### src/rtl/grb_pkg.sv
// ----------------------------------------------------------------------------
// grb_pkg: shared types and constants of the GPIO register block.
// Holds the register index codes, the field widths and the payload structs
// of the request and response channels.
// ----------------------------------------------------------------------------
`timescale 1ns / 1ps
`default_nettype none

package grb_pkg;

  // Field widths fixed by the bus and pad interface.
  localparam int unsigned PAD_W    = 54;
  localparam int unsigned DATA_W   = 32;
  localparam int unsigned IDX_W    = 4;
  localparam int unsigned BANK_W   = 32;
  localparam int unsigned WIDE_W   = 2 * BANK_W;

  // Function select layout: six words of ten 3-bit codes.
  localparam int unsigned FSEL_WORDS         = 6;
  localparam int unsigned FSEL_PINS_PER_WORD = 10;
  localparam int unsigned FSEL_CODE_W        = 3;
  localparam int unsigned FSEL_WORD_W        = FSEL_PINS_PER_WORD * FSEL_CODE_W;
  localparam int unsigned FSEL_IDX_W         = $clog2(FSEL_WORDS);
  localparam int unsigned FSEL_PIN_LIMIT     = FSEL_WORDS * FSEL_PINS_PER_WORD;

  localparam logic [FSEL_CODE_W-1:0] FSEL_OUTPUT = 3'd1;

  // Pull control codes.
  localparam int unsigned PULL_W = 2;
  localparam logic [PULL_W-1:0] PULL_NONE = 2'd0;
  localparam logic [PULL_W-1:0] PULL_DOWN = 2'd1;
  localparam logic [PULL_W-1:0] PULL_UP   = 2'd2;

  // Access kinds.
  localparam logic MODE_READ  = 1'b0;
  localparam logic MODE_WRITE = 1'b1;

  localparam int unsigned DEFAULT_PIN_COUNT = 54;

  // Register map.
  typedef enum logic [IDX_W-1:0] {
    REG_FSEL0   = 4'd0,
    REG_FSEL1   = 4'd1,
    REG_FSEL2   = 4'd2,
    REG_FSEL3   = 4'd3,
    REG_FSEL4   = 4'd4,
    REG_FSEL5   = 4'd5,
    REG_SET0    = 4'd6,
    REG_SET1    = 4'd7,
    REG_CLR0    = 4'd8,
    REG_CLR1    = 4'd9,
    REG_LEV0    = 4'd10,
    REG_LEV1    = 4'd11,
    REG_PULL    = 4'd12,
    REG_PCLK0   = 4'd13,
    REG_PCLK1   = 4'd14,
    REG_INVALID = 4'd15
  } grb_reg_e;

  // Request payload.
  typedef struct packed {
    logic              mode;
    logic [IDX_W-1:0]  reg_index;
    logic [DATA_W-1:0] write_data;
    logic [PAD_W-1:0]  pad_levels;
  } grb_in_t;

  // Response payload.
  typedef struct packed {
    logic [DATA_W-1:0] read_data;
    logic              access_error;
    logic [PAD_W-1:0]  pad_drive;
    logic [PAD_W-1:0]  pad_drive_enable;
    logic [PAD_W-1:0]  pad_pull_up;
    logic [PAD_W-1:0]  pad_pull_down;
  } grb_out_t;

  // One bus access as seen by the register file.
  typedef struct packed {
    logic              fire;
    logic              write;
    grb_reg_e          reg_index;
    logic [DATA_W-1:0] write_data;
  } grb_access_t;

endpackage

`default_nettype wire

### src/rtl/grb_regfile.sv
// ----------------------------------------------------------------------------
// grb_regfile: architectural state of the GPIO register block.
// Decodes one access per cycle, updates the function select, output latch,
// pull control and pull clock registers, and presents the pad view.
// ----------------------------------------------------------------------------
`timescale 1ns / 1ps
`default_nettype none

module grb_regfile #(
  parameter int unsigned PIN_COUNT = grb_pkg::DEFAULT_PIN_COUNT
) (
  input  wire logic                          clk,
  input  wire logic                          rst_n,
  input  wire grb_pkg::grb_access_t          acc,
  input  wire logic [grb_pkg::PAD_W-1:0]     pad_levels,
  output logic      [grb_pkg::DATA_W-1:0]    rd_data,
  output logic                               acc_err,
  output logic      [grb_pkg::PAD_W-1:0]     pad_drive,
  output logic      [grb_pkg::PAD_W-1:0]     pad_drive_enable,
  output logic      [grb_pkg::PAD_W-1:0]     pad_pull_up,
  output logic      [grb_pkg::PAD_W-1:0]     pad_pull_down
);

  localparam int unsigned PW = PIN_COUNT;

  logic [grb_pkg::FSEL_WORD_W-1:0] fsel_r   [grb_pkg::FSEL_WORDS];
  logic [grb_pkg::FSEL_WORD_W-1:0] fsel_nxt [grb_pkg::FSEL_WORDS];
  logic [PW-1:0]                   latch_r, latch_nxt;
  logic [PW-1:0]                   pclk_r, pclk_nxt;
  logic [grb_pkg::PULL_W-1:0]      pctl_r, pctl_nxt;
  logic [grb_pkg::PULL_W-1:0]      pstate_r   [PW];
  logic [grb_pkg::PULL_W-1:0]      pstate_nxt [PW];

  logic                            bank_a;
  logic                            bank_p;
  logic [PW-1:0]                   pads_pw;
  logic [grb_pkg::WIDE_W-1:0]      pads_w;
  logic [grb_pkg::WIDE_W-1:0]      pclk_w;
  logic [PW-1:0]                   wbits_a;
  logic [PW-1:0]                   wbits_p;
  logic [PW-1:0]                   pmask_p;
  logic [PW-1:0]                   pclk_new;
  logic [PW-1:0]                   rise;
  logic                            pclk_wr;
  logic [PW-1:0]                   en_pw;
  logic [PW-1:0]                   up_pw;
  logic [PW-1:0]                   dn_pw;

  // Set, clear and level registers use bank = index bit 0; the pull clock
  // pair starts on an odd index, so its bank is the inverse.
  assign bank_a = acc.reg_index[0];
  assign bank_p = !acc.reg_index[0];

  // Pins beyond the pin count are dropped.
  assign pads_pw = PW'(pad_levels);
  assign pads_w  = grb_pkg::WIDE_W'(pads_pw);
  assign pclk_w  = grb_pkg::WIDE_W'(pclk_r);

  assign wbits_a = PW'(bank_a ? {acc.write_data, grb_pkg::BANK_W'(0)}
                              : {grb_pkg::BANK_W'(0), acc.write_data});
  assign wbits_p = PW'(bank_p ? {acc.write_data, grb_pkg::BANK_W'(0)}
                              : {grb_pkg::BANK_W'(0), acc.write_data});
  assign pmask_p = PW'(bank_p ? {{grb_pkg::BANK_W{1'b1}}, grb_pkg::BANK_W'(0)}
                              : {grb_pkg::BANK_W'(0), {grb_pkg::BANK_W{1'b1}}});

  assign pclk_new = (pclk_r & ~pmask_p) | wbits_p;
  assign rise     = pclk_new & ~pclk_r;
  assign pclk_wr  = acc.fire && acc.write &&
                    (acc.reg_index == grb_pkg::REG_PCLK0 ||
                     acc.reg_index == grb_pkg::REG_PCLK1);

  // Register updates and read mux.
  always_comb begin
    fsel_nxt  = fsel_r;
    latch_nxt = latch_r;
    pclk_nxt  = pclk_r;
    pctl_nxt  = pctl_r;
    rd_data   = '0;
    acc_err   = 1'b0;
    unique case (acc.reg_index)
      grb_pkg::REG_FSEL0, grb_pkg::REG_FSEL1, grb_pkg::REG_FSEL2,
      grb_pkg::REG_FSEL3, grb_pkg::REG_FSEL4, grb_pkg::REG_FSEL5: begin
        if (acc.write) begin
          fsel_nxt[acc.reg_index[grb_pkg::FSEL_IDX_W-1:0]] =
            acc.write_data[grb_pkg::FSEL_WORD_W-1:0];
        end else begin
          rd_data = grb_pkg::DATA_W'(fsel_r[acc.reg_index[grb_pkg::FSEL_IDX_W-1:0]]);
        end
      end
      grb_pkg::REG_SET0, grb_pkg::REG_SET1: begin
        if (acc.write) begin
          latch_nxt = latch_r | wbits_a;
        end
      end
      grb_pkg::REG_CLR0, grb_pkg::REG_CLR1: begin
        if (acc.write) begin
          latch_nxt = latch_r & ~wbits_a;
        end
      end
      grb_pkg::REG_LEV0, grb_pkg::REG_LEV1: begin
        if (!acc.write) begin
          rd_data = bank_a ? pads_w[grb_pkg::WIDE_W-1:grb_pkg::BANK_W]
                           : pads_w[grb_pkg::BANK_W-1:0];
        end
      end
      grb_pkg::REG_PULL: begin
        if (acc.write) begin
          pctl_nxt = acc.write_data[grb_pkg::PULL_W-1:0];
        end else begin
          rd_data = grb_pkg::DATA_W'(pctl_r);
        end
      end
      grb_pkg::REG_PCLK0, grb_pkg::REG_PCLK1: begin
        if (acc.write) begin
          pclk_nxt = pclk_new;
        end else begin
          rd_data = bank_p ? pclk_w[grb_pkg::WIDE_W-1:grb_pkg::BANK_W]
                           : pclk_w[grb_pkg::BANK_W-1:0];
        end
      end
      grb_pkg::REG_INVALID: begin
        acc_err = 1'b1;
      end
      default: begin
        acc_err = 1'b1;
      end
    endcase
  end

  // A rising pull clock bit latches the current pull control into that pin.
  always_comb begin
    for (int unsigned p = 0; p < PW; p++) begin
      pstate_nxt[p] = (pclk_wr && rise[p]) ? pctl_r : pstate_r[p];
    end
  end

  always_ff @(posedge clk) begin
    if (!rst_n) begin
      for (int unsigned w = 0; w < grb_pkg::FSEL_WORDS; w++) begin
        fsel_r[w] <= '0;
      end
      for (int unsigned p = 0; p < PW; p++) begin
        pstate_r[p] <= grb_pkg::PULL_NONE;
      end
      latch_r <= '0;
      pclk_r  <= '0;
      pctl_r  <= grb_pkg::PULL_NONE;
    end else if (acc.fire) begin
      fsel_r   <= fsel_nxt;
      pstate_r <= pstate_nxt;
      latch_r  <= latch_nxt;
      pclk_r   <= pclk_nxt;
      pctl_r   <= pctl_nxt;
    end
  end

  // Pad view. Pins without a select word never drive.
  for (genvar p = 0; p < PW; p++) begin : g_pin
    if (p < grb_pkg::FSEL_PIN_LIMIT) begin : g_fsel
      assign en_pw[p] =
        fsel_r[p / grb_pkg::FSEL_PINS_PER_WORD]
              [(p % grb_pkg::FSEL_PINS_PER_WORD) * grb_pkg::FSEL_CODE_W +:
               grb_pkg::FSEL_CODE_W] == grb_pkg::FSEL_OUTPUT;
    end else begin : g_nofsel
      assign en_pw[p] = 1'b0;
    end
    assign up_pw[p] = (pstate_r[p] == grb_pkg::PULL_UP);
    assign dn_pw[p] = (pstate_r[p] == grb_pkg::PULL_DOWN);
  end

  assign pad_drive        = grb_pkg::PAD_W'(latch_r);
  assign pad_drive_enable = grb_pkg::PAD_W'(en_pw);
  assign pad_pull_up      = grb_pkg::PAD_W'(up_pw);
  assign pad_pull_down    = grb_pkg::PAD_W'(dn_pw);

endmodule

`default_nettype wire

### src/rtl/gpio_register_block_top.sv
// A response is registered and appears in the cycle after its request transfer.
// Throughput: one request per cycle while no response is held; the single
// response register is refilled in the same cycle its current content is taken.
// Reset: synchronous, active low; clears the register file to zero (all pins
// inputs, output latch low, no pulls) and empties the response register.
// ----------------------------------------------------------------------------
// gpio_register_block_top: GPIO register block for up to 54 pins.
// Each request is one register read or write; each response carries the
// read word, an error flag and the resulting pad drive and pull view.
// ----------------------------------------------------------------------------
`timescale 1ns / 1ps
`default_nettype none

module gpio_register_block_top #(
  parameter int unsigned PIN_COUNT = grb_pkg::DEFAULT_PIN_COUNT
) (
  input  wire logic              clk,
  input  wire logic              rst_n,
  // Request channel.
  input  wire logic              in_valid,
  output logic                   in_stall,
  input  wire grb_pkg::grb_in_t  in_data,
  // Response channel.
  output logic                   out_valid,
  input  wire logic              out_stall,
  output grb_pkg::grb_out_t      out_data
);

  grb_pkg::grb_access_t         acc;
  logic                         fire;
  logic                         out_valid_r, out_valid_nxt;
  logic [grb_pkg::DATA_W-1:0]   rd_data;
  logic                         acc_err;
  logic [grb_pkg::DATA_W-1:0]   rd_r;
  logic                         err_r;
  logic [grb_pkg::PAD_W-1:0]    pad_drive;
  logic [grb_pkg::PAD_W-1:0]    pad_drive_enable;
  logic [grb_pkg::PAD_W-1:0]    pad_pull_up;
  logic [grb_pkg::PAD_W-1:0]    pad_pull_down;

  // The response register holds one result. A new request is taken whenever
  // that register is empty or is being drained in the same cycle.
  assign in_stall = out_valid_r && out_stall;
  assign fire     = in_valid && !in_stall;

  assign acc.fire       = fire;
  assign acc.write      = (in_data.mode == grb_pkg::MODE_WRITE);
  assign acc.reg_index  = grb_pkg::grb_reg_e'(in_data.reg_index);
  assign acc.write_data = in_data.write_data;

  grb_regfile #(
    .PIN_COUNT (PIN_COUNT)
  ) u_regfile (
    .clk              (clk),
    .rst_n            (rst_n),
    .acc              (acc),
    .pad_levels       (in_data.pad_levels),
    .rd_data          (rd_data),
    .acc_err          (acc_err),
    .pad_drive        (pad_drive),
    .pad_drive_enable (pad_drive_enable),
    .pad_pull_up      (pad_pull_up),
    .pad_pull_down    (pad_pull_down)
  );

  assign out_valid_nxt = fire || (out_valid_r && out_stall);

  always_ff @(posedge clk) begin
    if (!rst_n) begin
      out_valid_r <= 1'b0;
    end else begin
      out_valid_r <= out_valid_nxt;
    end
  end

  // Read word and error flag are captured with the transfer.
  always_ff @(posedge clk) begin
    if (fire) begin
      rd_r  <= rd_data;
      err_r <= acc_err;
    end
  end

  // The pad view comes straight from the state registers. They only change
  // on a request transfer, and no transfer happens while a response is held,
  // so the view always matches the response being presented.
  assign out_valid                 = out_valid_r;
  assign out_data.read_data        = rd_r;
  assign out_data.access_error     = err_r;
  assign out_data.pad_drive        = pad_drive;
  assign out_data.pad_drive_enable = pad_drive_enable;
  assign out_data.pad_pull_up      = pad_pull_up;
  assign out_data.pad_pull_down    = pad_pull_down;

endmodule

`default_nettype wire

### config.mk
export PLATFORM = sky130hd
export DESIGN_NAME = gpio_register_block_top
export DESIGN_NICKNAME = d
export VERILOG_FILES = /design/src/rtl/grb_pkg.sv /design/src/rtl/grb_regfile.sv /design/src/rtl/gpio_register_block_top.sv
export SDC_FILE = /design/constraint.sdc
export NUM_CORES = 1
export LEC_CHECK = 0
export BUFFER_PORTS_ARGS = -buffer_cell sky130_fd_sc_hd__buf_4
export CORE_UTILIZATION = 50
export DETAILED_ROUTE_END_ITERATION = 10
export GPL_ROUTABILITY_DRIVEN = 0
export PLACE_DENSITY = 0.8
export SYNTH_ARGS = -nofsm -noshare
export SYNTH_HDL_FRONTEND = slang
export SYNTH_SLANG_ARGS = --single-unit
### constraint.sdc
create_clock -name clk -period 2.5 [get_ports clk]
set_input_delay 0.625 -clock clk [delete_from_list [all_inputs] [get_ports clk]]
set_output_delay 0.625 -clock clk [all_outputs]
set_load 0.02 [all_outputs]
[Word level (Yosys, flattened, before mapping)]
Index checks and enable logic that the tools add are counted.
Storage, ports and cells
  register bits after elaboration: 432
  latch bits: 0
  RAM bits: 0
  ROM bits: 0
  bits of input ports: 95
  output and inout port bits: 251
  logic and storage cells: 403
  memories kept: 0
Cells by class
  add/subtract/negate cells: 0
  multiply operators: 0
  divide/modulo/power cells: 0
  magnitude comparators: 2
  eq/ne operators: 179
  shift-type cells: 0
  multiplexer cells: 20
  bitwise gates (word level): 9
  reductions and logical operators: 127
Operators by type and width (count)
  two-way mux 54 bit: 5
  bitwise mux 180 bit: 1
  AND 54 bit: 3
  equality test 3 x 1 -> 1 bit, second input constant: 54
  inverter 54 bit: 3
  two-way mux 32 bit: 4
  case mux 32 bit (4 select lines): 1
  two-way mux 30 bit: 4
  equality test 2 x 1 -> 1 bit, second input constant: 54
  equality test 2 bit, second input constant: 54
  OR 54 bit: 2
  case mux 54 bit (2 select lines): 1
  AND reduction 2 bit: 54
  binary-select mux 30 bit (select 3 bit): 1
  demux 30 bit (select 3 bit): 1
  logical AND 1 bit: 59
  equality test 4 bit, second input constant: 8
  equality test 4 x 3 -> 1 bit, second input constant: 4
  AND reduction 3 bit: 3
  equality test 4 x 2 -> 1 bit, second input constant: 2
  OR reduction 2 bit: 4
  OR reduction 6 bit: 1
  equality test 4 x 1 -> 1 bit, second input constant: 1
  >= comparator 4 bit, second input constant: 1
  10 further kinds: 12

[Depth between registers and ports, before layout]
Gate-level depths: netlist (run 1).
  word-level depth: 7
  gate-level depth with buffers: 7
  depth with buffers taken out: 5

[Cells and area by module]
From an unflattened synthesis (run 1), not the netlist that was laid out.
Second synthesis, totals
  cell total of the unflattened synthesis: 2301
  area, all modules: 19235.9 sq um
By module, submodules not included
  grb_regfile: times used 1, cells each 2263, area an instance 18195.0 sq um
  gpio_register_block_top: times used 1, cells each 38, area an instance 1041.0 sq um

[Least setup slack after synthesis (run 1)]
Ideal clock, no wire load.
  path kind: input -> register
  from: in in_valid
  to: reg (tool-made name)
  library setup time: 0.139 ns
  data arrival time: 2.253 ns
  data required time: 2.361 ns
  setup slack: 0.107 ns
  cell stages on the path: 6
  path buffers: 1
  cells stage by stage: a21bo_2 > inv_2 > nand3_1 > nor2_1 > clkbuf_1 > a211oi_1
RTL lines
  start: declaration: RTL line gpio_register_block_top.sv:20  | input wire logic in_valid,

==> reports/qor.yml, run 1 <==
sta:
  clock_skew_ps: 21.4
  max_slew_margin: 0.235
  setup_tns_ps: 0
  fin_crit_sh: 0.918
  slew_viol_final: 0
  max_freq_mhz: 436
  hold_viol_final: 0
  rsz0062_at_grt: "false"
  setup_violations: 0
  setup_slack_ps: 206
  tightest_slew_ps: 1140
  fin_crit_ps: 2290
power_and_ir_drop:
  vdd_ir_drop_max_v: 0.000402
  leakagePower_nw: 9.52
  power_density_mw_per_mm2: 640
cells_and_area:
  nNetsFinal: 2338
  nFillCells: 2969
  final_common_cell: "dfxtp_1"
  area_delta_synth_final_pct: 24.5
  stdcell_count: 2749
  drive_gt1_frac: 0.228
  finalCoreUtilization: 0.632
  n_antenna_cell: 0
  final_cell_mix: "dfxtp_1, buf_4, nand2_1"
floorplan:
  die_x_um: 195
  num_rows: 70
  core_mm2: 0.0365
  die_area_mm2: 0.0379
  initial_utilization: 0.508
  ios: 346
  die_h_um: 195
worst_hold_path:
  hp-start: "in_data[85]"
  hold_path_class: "in -> reg"
  hold_depth: 2
route:
  routed_wl_mm: 59.7
  ant_nets: 0
  dr.pass1.iters: 5
  drc_errors: 0
  drtIter0Drc: 1095
  routedWlPerCell_um: 21.7
  vias: 16400
  avgViaCountPerCell: 5.96
clock_network:
  cts.repair.resized: 0
  clkSinkCount: 432
  clk_latency_ps: 570
  cts_setup_buffers: 0
  clk_pin_slew_ps: 60
  ctsRootBufferMaster: "clkbuf_16"
  holdBufCountCts: 0
  h-tree-depth: 2
  cts_made_buffers: 46
  cts_max_path_buffers: 3
  cts_tree: "built"
critical_path:
  cp_cell_sequence: "nor3b_1 -> buf_4"
  rr_endpoint: "u_regfile.pstate_r[76]"
  r2r_slack_ps: 540
  crit_family: "simple AND/OR/NAND/NOR gates"
  r2r_start: "out_valid"
  crit_arrival_ps: 1670
  cp.depth: 2
  cp-start-kind: "flip-flop"
  reg2regPathDepth: 5
  crit_type: "reg -> out"
  crit_slowest_cell: "nor3b_1"
  required_ps: 1880
  endpoint_kind: "output port"
  cpPeakStageDelay_ps: 500
  cp_num_buf_inv: 1
  cp_max_fo: 3
placement:
  post-place-ws_ps: 61.9
  dp_hpwl_mm: 42.5
  portBuffers: 345
  dp.cells: 2663
global_route:
  grt_usage: 0.310
  gr-total-overflow: 0
  grt_pass1_wl_mm: 91.8
  grt_pass1_vias: 15900
  antenna_found_initial: 0
  grt_max_degree: 111
yosys:
  seq_area_frac_synth: 0.484
  avgSynthCellArea_um2: 9.34
  synth_warnings: 0
  ys_types: 46
  synth_seq_cells: 432
  synth.cell_area_mm2: 0.0185
  syn_nets: 2081
  synthCells: 1986
run_status:
  outcome: "completed"
job:
  max_cap_violations: 0
-- Yosys cell counts, drive strengths merged --
cell	instances	area (um2)
nand2	286	1070
o221ai	3	26.3
o22ai	4	25.0
dfxtp	399	7990
mux4	25	563
nand3b	56	420
a2111oi	2	55.1
edfxtp	33	991
clkbuf	115	432
and3	2	12.5
nor3b	52	390
and2	2	12.5
a22o	3	26.3
mux2i	176	1760
nor4	2	27.5
o21ai	191	956
nor2b	111	694
o32ai	20	175
or3b	1	11.3
a22oi	18	135
a21bo	1	10.0
a211oi	57	458
xnor2	1	8.76
or4b	1	10.0
or2	1	6.26
o21a	1	7.51
buf	64	317
or4	1	7.51
nor2	13	48.8
inv	9	33.8
a21oi	110	551
nand2b	3	18.8
mux2	15	169
nor3	1	5.00
nand4	5	31.3
o311ai	17	149
a221oi	2	17.5
nand3	182	911
and4b	1	10.0
-- cells by family (layout without fill, tap and decap cells) --
logic type,after synthesis,after routing,share of synthesized area
AOI/OAI and AO/OA,429,429,0.140
xor gates and xnor gates,1,1,0.000472
buffers and inverters,188,483,0.0422
DFF,432,432,0.484
muxes,216,216,0.134
and+or+nand+nor,720,720,0.199
-- report_power, final --
| group | total [mW] | switching [mW] | leakage, nW | internal, mW |
|---|---|---|---|---|
| clock network | 6.73 | 2.83 | 0.737 | 3.90 |
| logic | 0.958 | 0.628 | 5.23 | 0.331 |
| registers | 7.08 | 0.0474 | 3.55 | 7.04 |
-- worst max-delay path by stage --
stage,startpoint,endpoint,slack (ps)
detailed placement,in_data[87],u_regfile.pstate_r[74],60
finish,u_regfile.fsel_r[48],out_data[154],210
global placement,in_data[87],u_regfile.pstate_r[77],80
global route,u_regfile.fsel_r[48],out_data[154],190
floorplan,in_valid,flip-flop,110
CTS,u_regfile.fsel_r[48],out_data[154],200
-- layer usage --
metal	vias up	part of all wire	GRT usage
met3	145	0.075	0.0519
met1	7893	0.39	0.379
met5	-	0	0
met4	0	0.049	0.153
li1	7597	-	-
met2	744	0.49	0.530
-- area by class of cell --
class	instances	area [um2]	area share
clock buffer	70	1330	0.0577
sequential	432	8980	0.389
clock inverter	16	156	0.00677
multi-input combinational	1366	8810	0.382
timing repair buffer	388	3190	0.138
inverter	9	35.0	0.00152
tap	468	586	0.0254
-- per-stage QoR --
stage	area, um2	hold slack (ps)	power (mW)
floorplan	18500	438	7.73
global placement	21600	451	8.16
detailed placement	21600	461	8.18
CTS	23100	263	14.8
global route	23100	284	15.2
finish	23100	282	14.8
No activity file was read; power rests on OpenSTA's default activity.
==> run 2: changes to the inputs <==
--- a/config.mk
+++ b/config.mk
@@ -5,11 +5,13 @@
 export SDC_FILE = /design/constraint.sdc
 export NUM_CORES = 1
 export LEC_CHECK = 0
-export BUFFER_PORTS_ARGS = -buffer_cell sky130_fd_sc_hd__buf_4
+export BUFFER_PORTS_ARGS = -buffer_cell sky130_fd_sc_hd__buf_2
+export CORE_ASPECT_RATIO = 1.1
 export CORE_UTILIZATION = 50
 export DETAILED_ROUTE_END_ITERATION = 10
 export GPL_ROUTABILITY_DRIVEN = 0
 export PLACE_DENSITY = 0.8
+export SKIP_LAST_GASP = 1
 export SYNTH_ARGS = -nofsm -noshare
 export SYNTH_HDL_FRONTEND = slang
 export SYNTH_SLANG_ARGS = --single-unit
==> run 2 against run 1 <==
  * Cell count up 1.2%
  * First-iteration DRC count up 37%
  * Critical path depth is the same
  * Combinational power is 2% lower
  * Die area hardly changed
  * Worst hold slack gained 34 ps
  * Routed wire length hardly changed
  * Sequential power barely moved
  * Clock power is 3.6% higher
  * Critical path type unchanged
  * Largest cell class unchanged
==> reports/qor.yml, run 2 (synthesis results as in run 1) <==
floorplan:
  die_x_um: 186  # -4.6%
  die_area_mm2: 0.0379  # about the same
  ios: 346  # unchanged
  die_h_um: 204  # +4.8%
  initial_utilization: 0.510  # +0.00238
  core_mm2: 0.0364  # -0.47%
  num_rows: 73  # +4.3%
cells_and_area:
  final_cell_mix: "dfxtp_1, buf_2, nand2_1"
  n_antenna_cell: 0  # unchanged
  nNetsFinal: 2353  # +0.64%
  nFillCells: 3000  # +1.0%
  multiInputGateArea_mm2: 0.00881  # about the same
  fin_area_mm2: 0.0225  # -2.5%
  finalCoreUtilization: 0.619  # -0.0128
  area_delta_synth_final_pct: 21.4
  stdcell_count: 2781  # +1.2%
  regArea_mm2: 0.00898  # unchanged
  drive_gt1_frac: 0.236  # +0.00786
  final_common_cell: "dfxtp_1"
clock_network:
  cts.repair.resized: 0  # unchanged
  h-tree-depth: 2  # unchanged
  cts_setup_buffers: 0  # unchanged
  ctsRootBufferMaster: "clkbuf_16"
  holdBufCountCts: 0  # unchanged
  clkSinkCount: 432  # unchanged
  cts_tree: "built"
  clk_pin_slew_ps: 60  # about the same
  cts_max_path_buffers: 3  # unchanged
  cts_made_buffers: 44  # -4.3%
  clk_latency_ps: 550  # -20 ps
placement:
  dp.cells: 2699  # +1.4%
  dp_hpwl_mm: 42.5  # +0.11%
  portBuffers: 345  # unchanged
  post-place-ws_ps: 105  # +43.3 ps
  placed_area_mm2: 0.0210  # -3.0%
sta:
  fin_crit_sh: 0.969  # +0.0508
  tightest_slew_ps: 770  # -372 ps
  holdWs_ps: 316  # +33.9 ps
  slew_viol_final: 0  # unchanged
  setup_tns_ps: 0  # unchanged
  setup_slack_ps: 78.4  # -127 ps
  hold_viol_final: 0  # unchanged
  setup_violations: 0  # unchanged
  rsz0062_at_grt: "false"
  max_freq_mhz: 413  # -5.2%
  max_slew_margin: 0.485  # +0.250
  clock_skew_ps: 21.7  # +0.325 ps
  fin_crit_ps: 2420  # +127 ps
global_route:
  antenna_found_initial: 1  # +1
  grt_max_degree: 109  # -1.8%
  gr-total-overflow: 0  # unchanged
  grt_pass1_wl_mm: 89.4  # -2.6%
  grt_usage: 0.308  # -0.00237
  grt_pass1_vias: 15900  # -0.30%
critical_path:
  cp-start-kind: "flip-flop"
  crit_family: "simple AND/OR/NAND/NOR gates"
  cp_max_fo: 3  # unchanged
  crit_arrival_ps: 1800  # +130 ps
  endpoint_kind: "output port"
  crit_type: "reg -> out"
  cp_num_buf_inv: 1  # unchanged
  required_ps: 1880  # about the same
  cpPeakStageDelay_ps: 600  # +100 ps
  crit_slowest_cell: "nor3b_1"
  cp_cell_sequence: "nor3b_1 -> buf_2"
route:
  dr.pass1.iters: 6  # +1
  drc_errors: 0  # unchanged
  ant_nets: 0  # unchanged
  routed_wl_mm: 59.7  # about the same
  vias: 16600  # +1.1%
  drtIter0Drc: 1499  # +37%
  routedWlPerCell_um: 21.5  # -1.2%
  avgViaCountPerCell: 5.95  # -0.11%
power_and_ir_drop:
  total_power_mw: 15.0  # +1.5%
  power_density_mw_per_mm2: 666  # +4.1%
  vdd_ir_drop_max_v: 0.000462  # +15%
  leakagePower_nw: 9.58  # +0.65%
job:
  max_cap_violations: 0  # unchanged
run_status:
  outcome: "completed"
worst_hold_path:
  hold_path_class: "in -> reg"
run 2: cell types whose count changed in the layout (fill, tap and decap cells not counted), sizes merged:
cell	previous run	this run
bufinv	2	4
clkbuf	70	66
buf	388	405
clkinvlp	0	3
clkinv	13	8
run 2: cell type report:
| class | instances | share of cell area |
|---|---|---|
| well taps | 487 | 0.0271 |
| clock inverters | 16 | 0.00900 |
| clock buffers | 66 | 0.0602 |
| inverters | 9 | 0.00156 |
| multi-input cells | 1366 | 0.391 |
| flip-flops and latches | 432 | 0.399 |
| repair buffers | 405 | 0.112 |
run 2: final timing paths:
kind	depth (start not counted)	endpoint	from	slack [ps]
worst max register to register	5	u_regfile.fsel_r[67]	out_valid	600
worst max-delay path	2	out_data[159]	u_regfile.fsel_r[3]	80
worst min register to register	2	u_regfile.pclk_r[4]	u_regfile.pclk_r[4]	470
worst min-delay path	2	flip-flop	in_data[84]	320
run 2: metal layers:
layer / vias to the layer above / global-route usage / wire (um)
met3: 165 / 0.0435 / 4650
met1: 7916 / 0.366 / 22500
li1: 7626 / - / -
met2: 842 / 0.538 / 29300
met4: 2 / 0.157 / 3160
met5: - / 0 / 14
run 2: power by group:
group / switching [mW] / total (mW) / internal (mW)
Sequential: 0.0408 / 7.07 / 7.03
Clock: 2.79 / 6.97 / 4.18
Combinational: 0.649 / 0.941 / 0.291
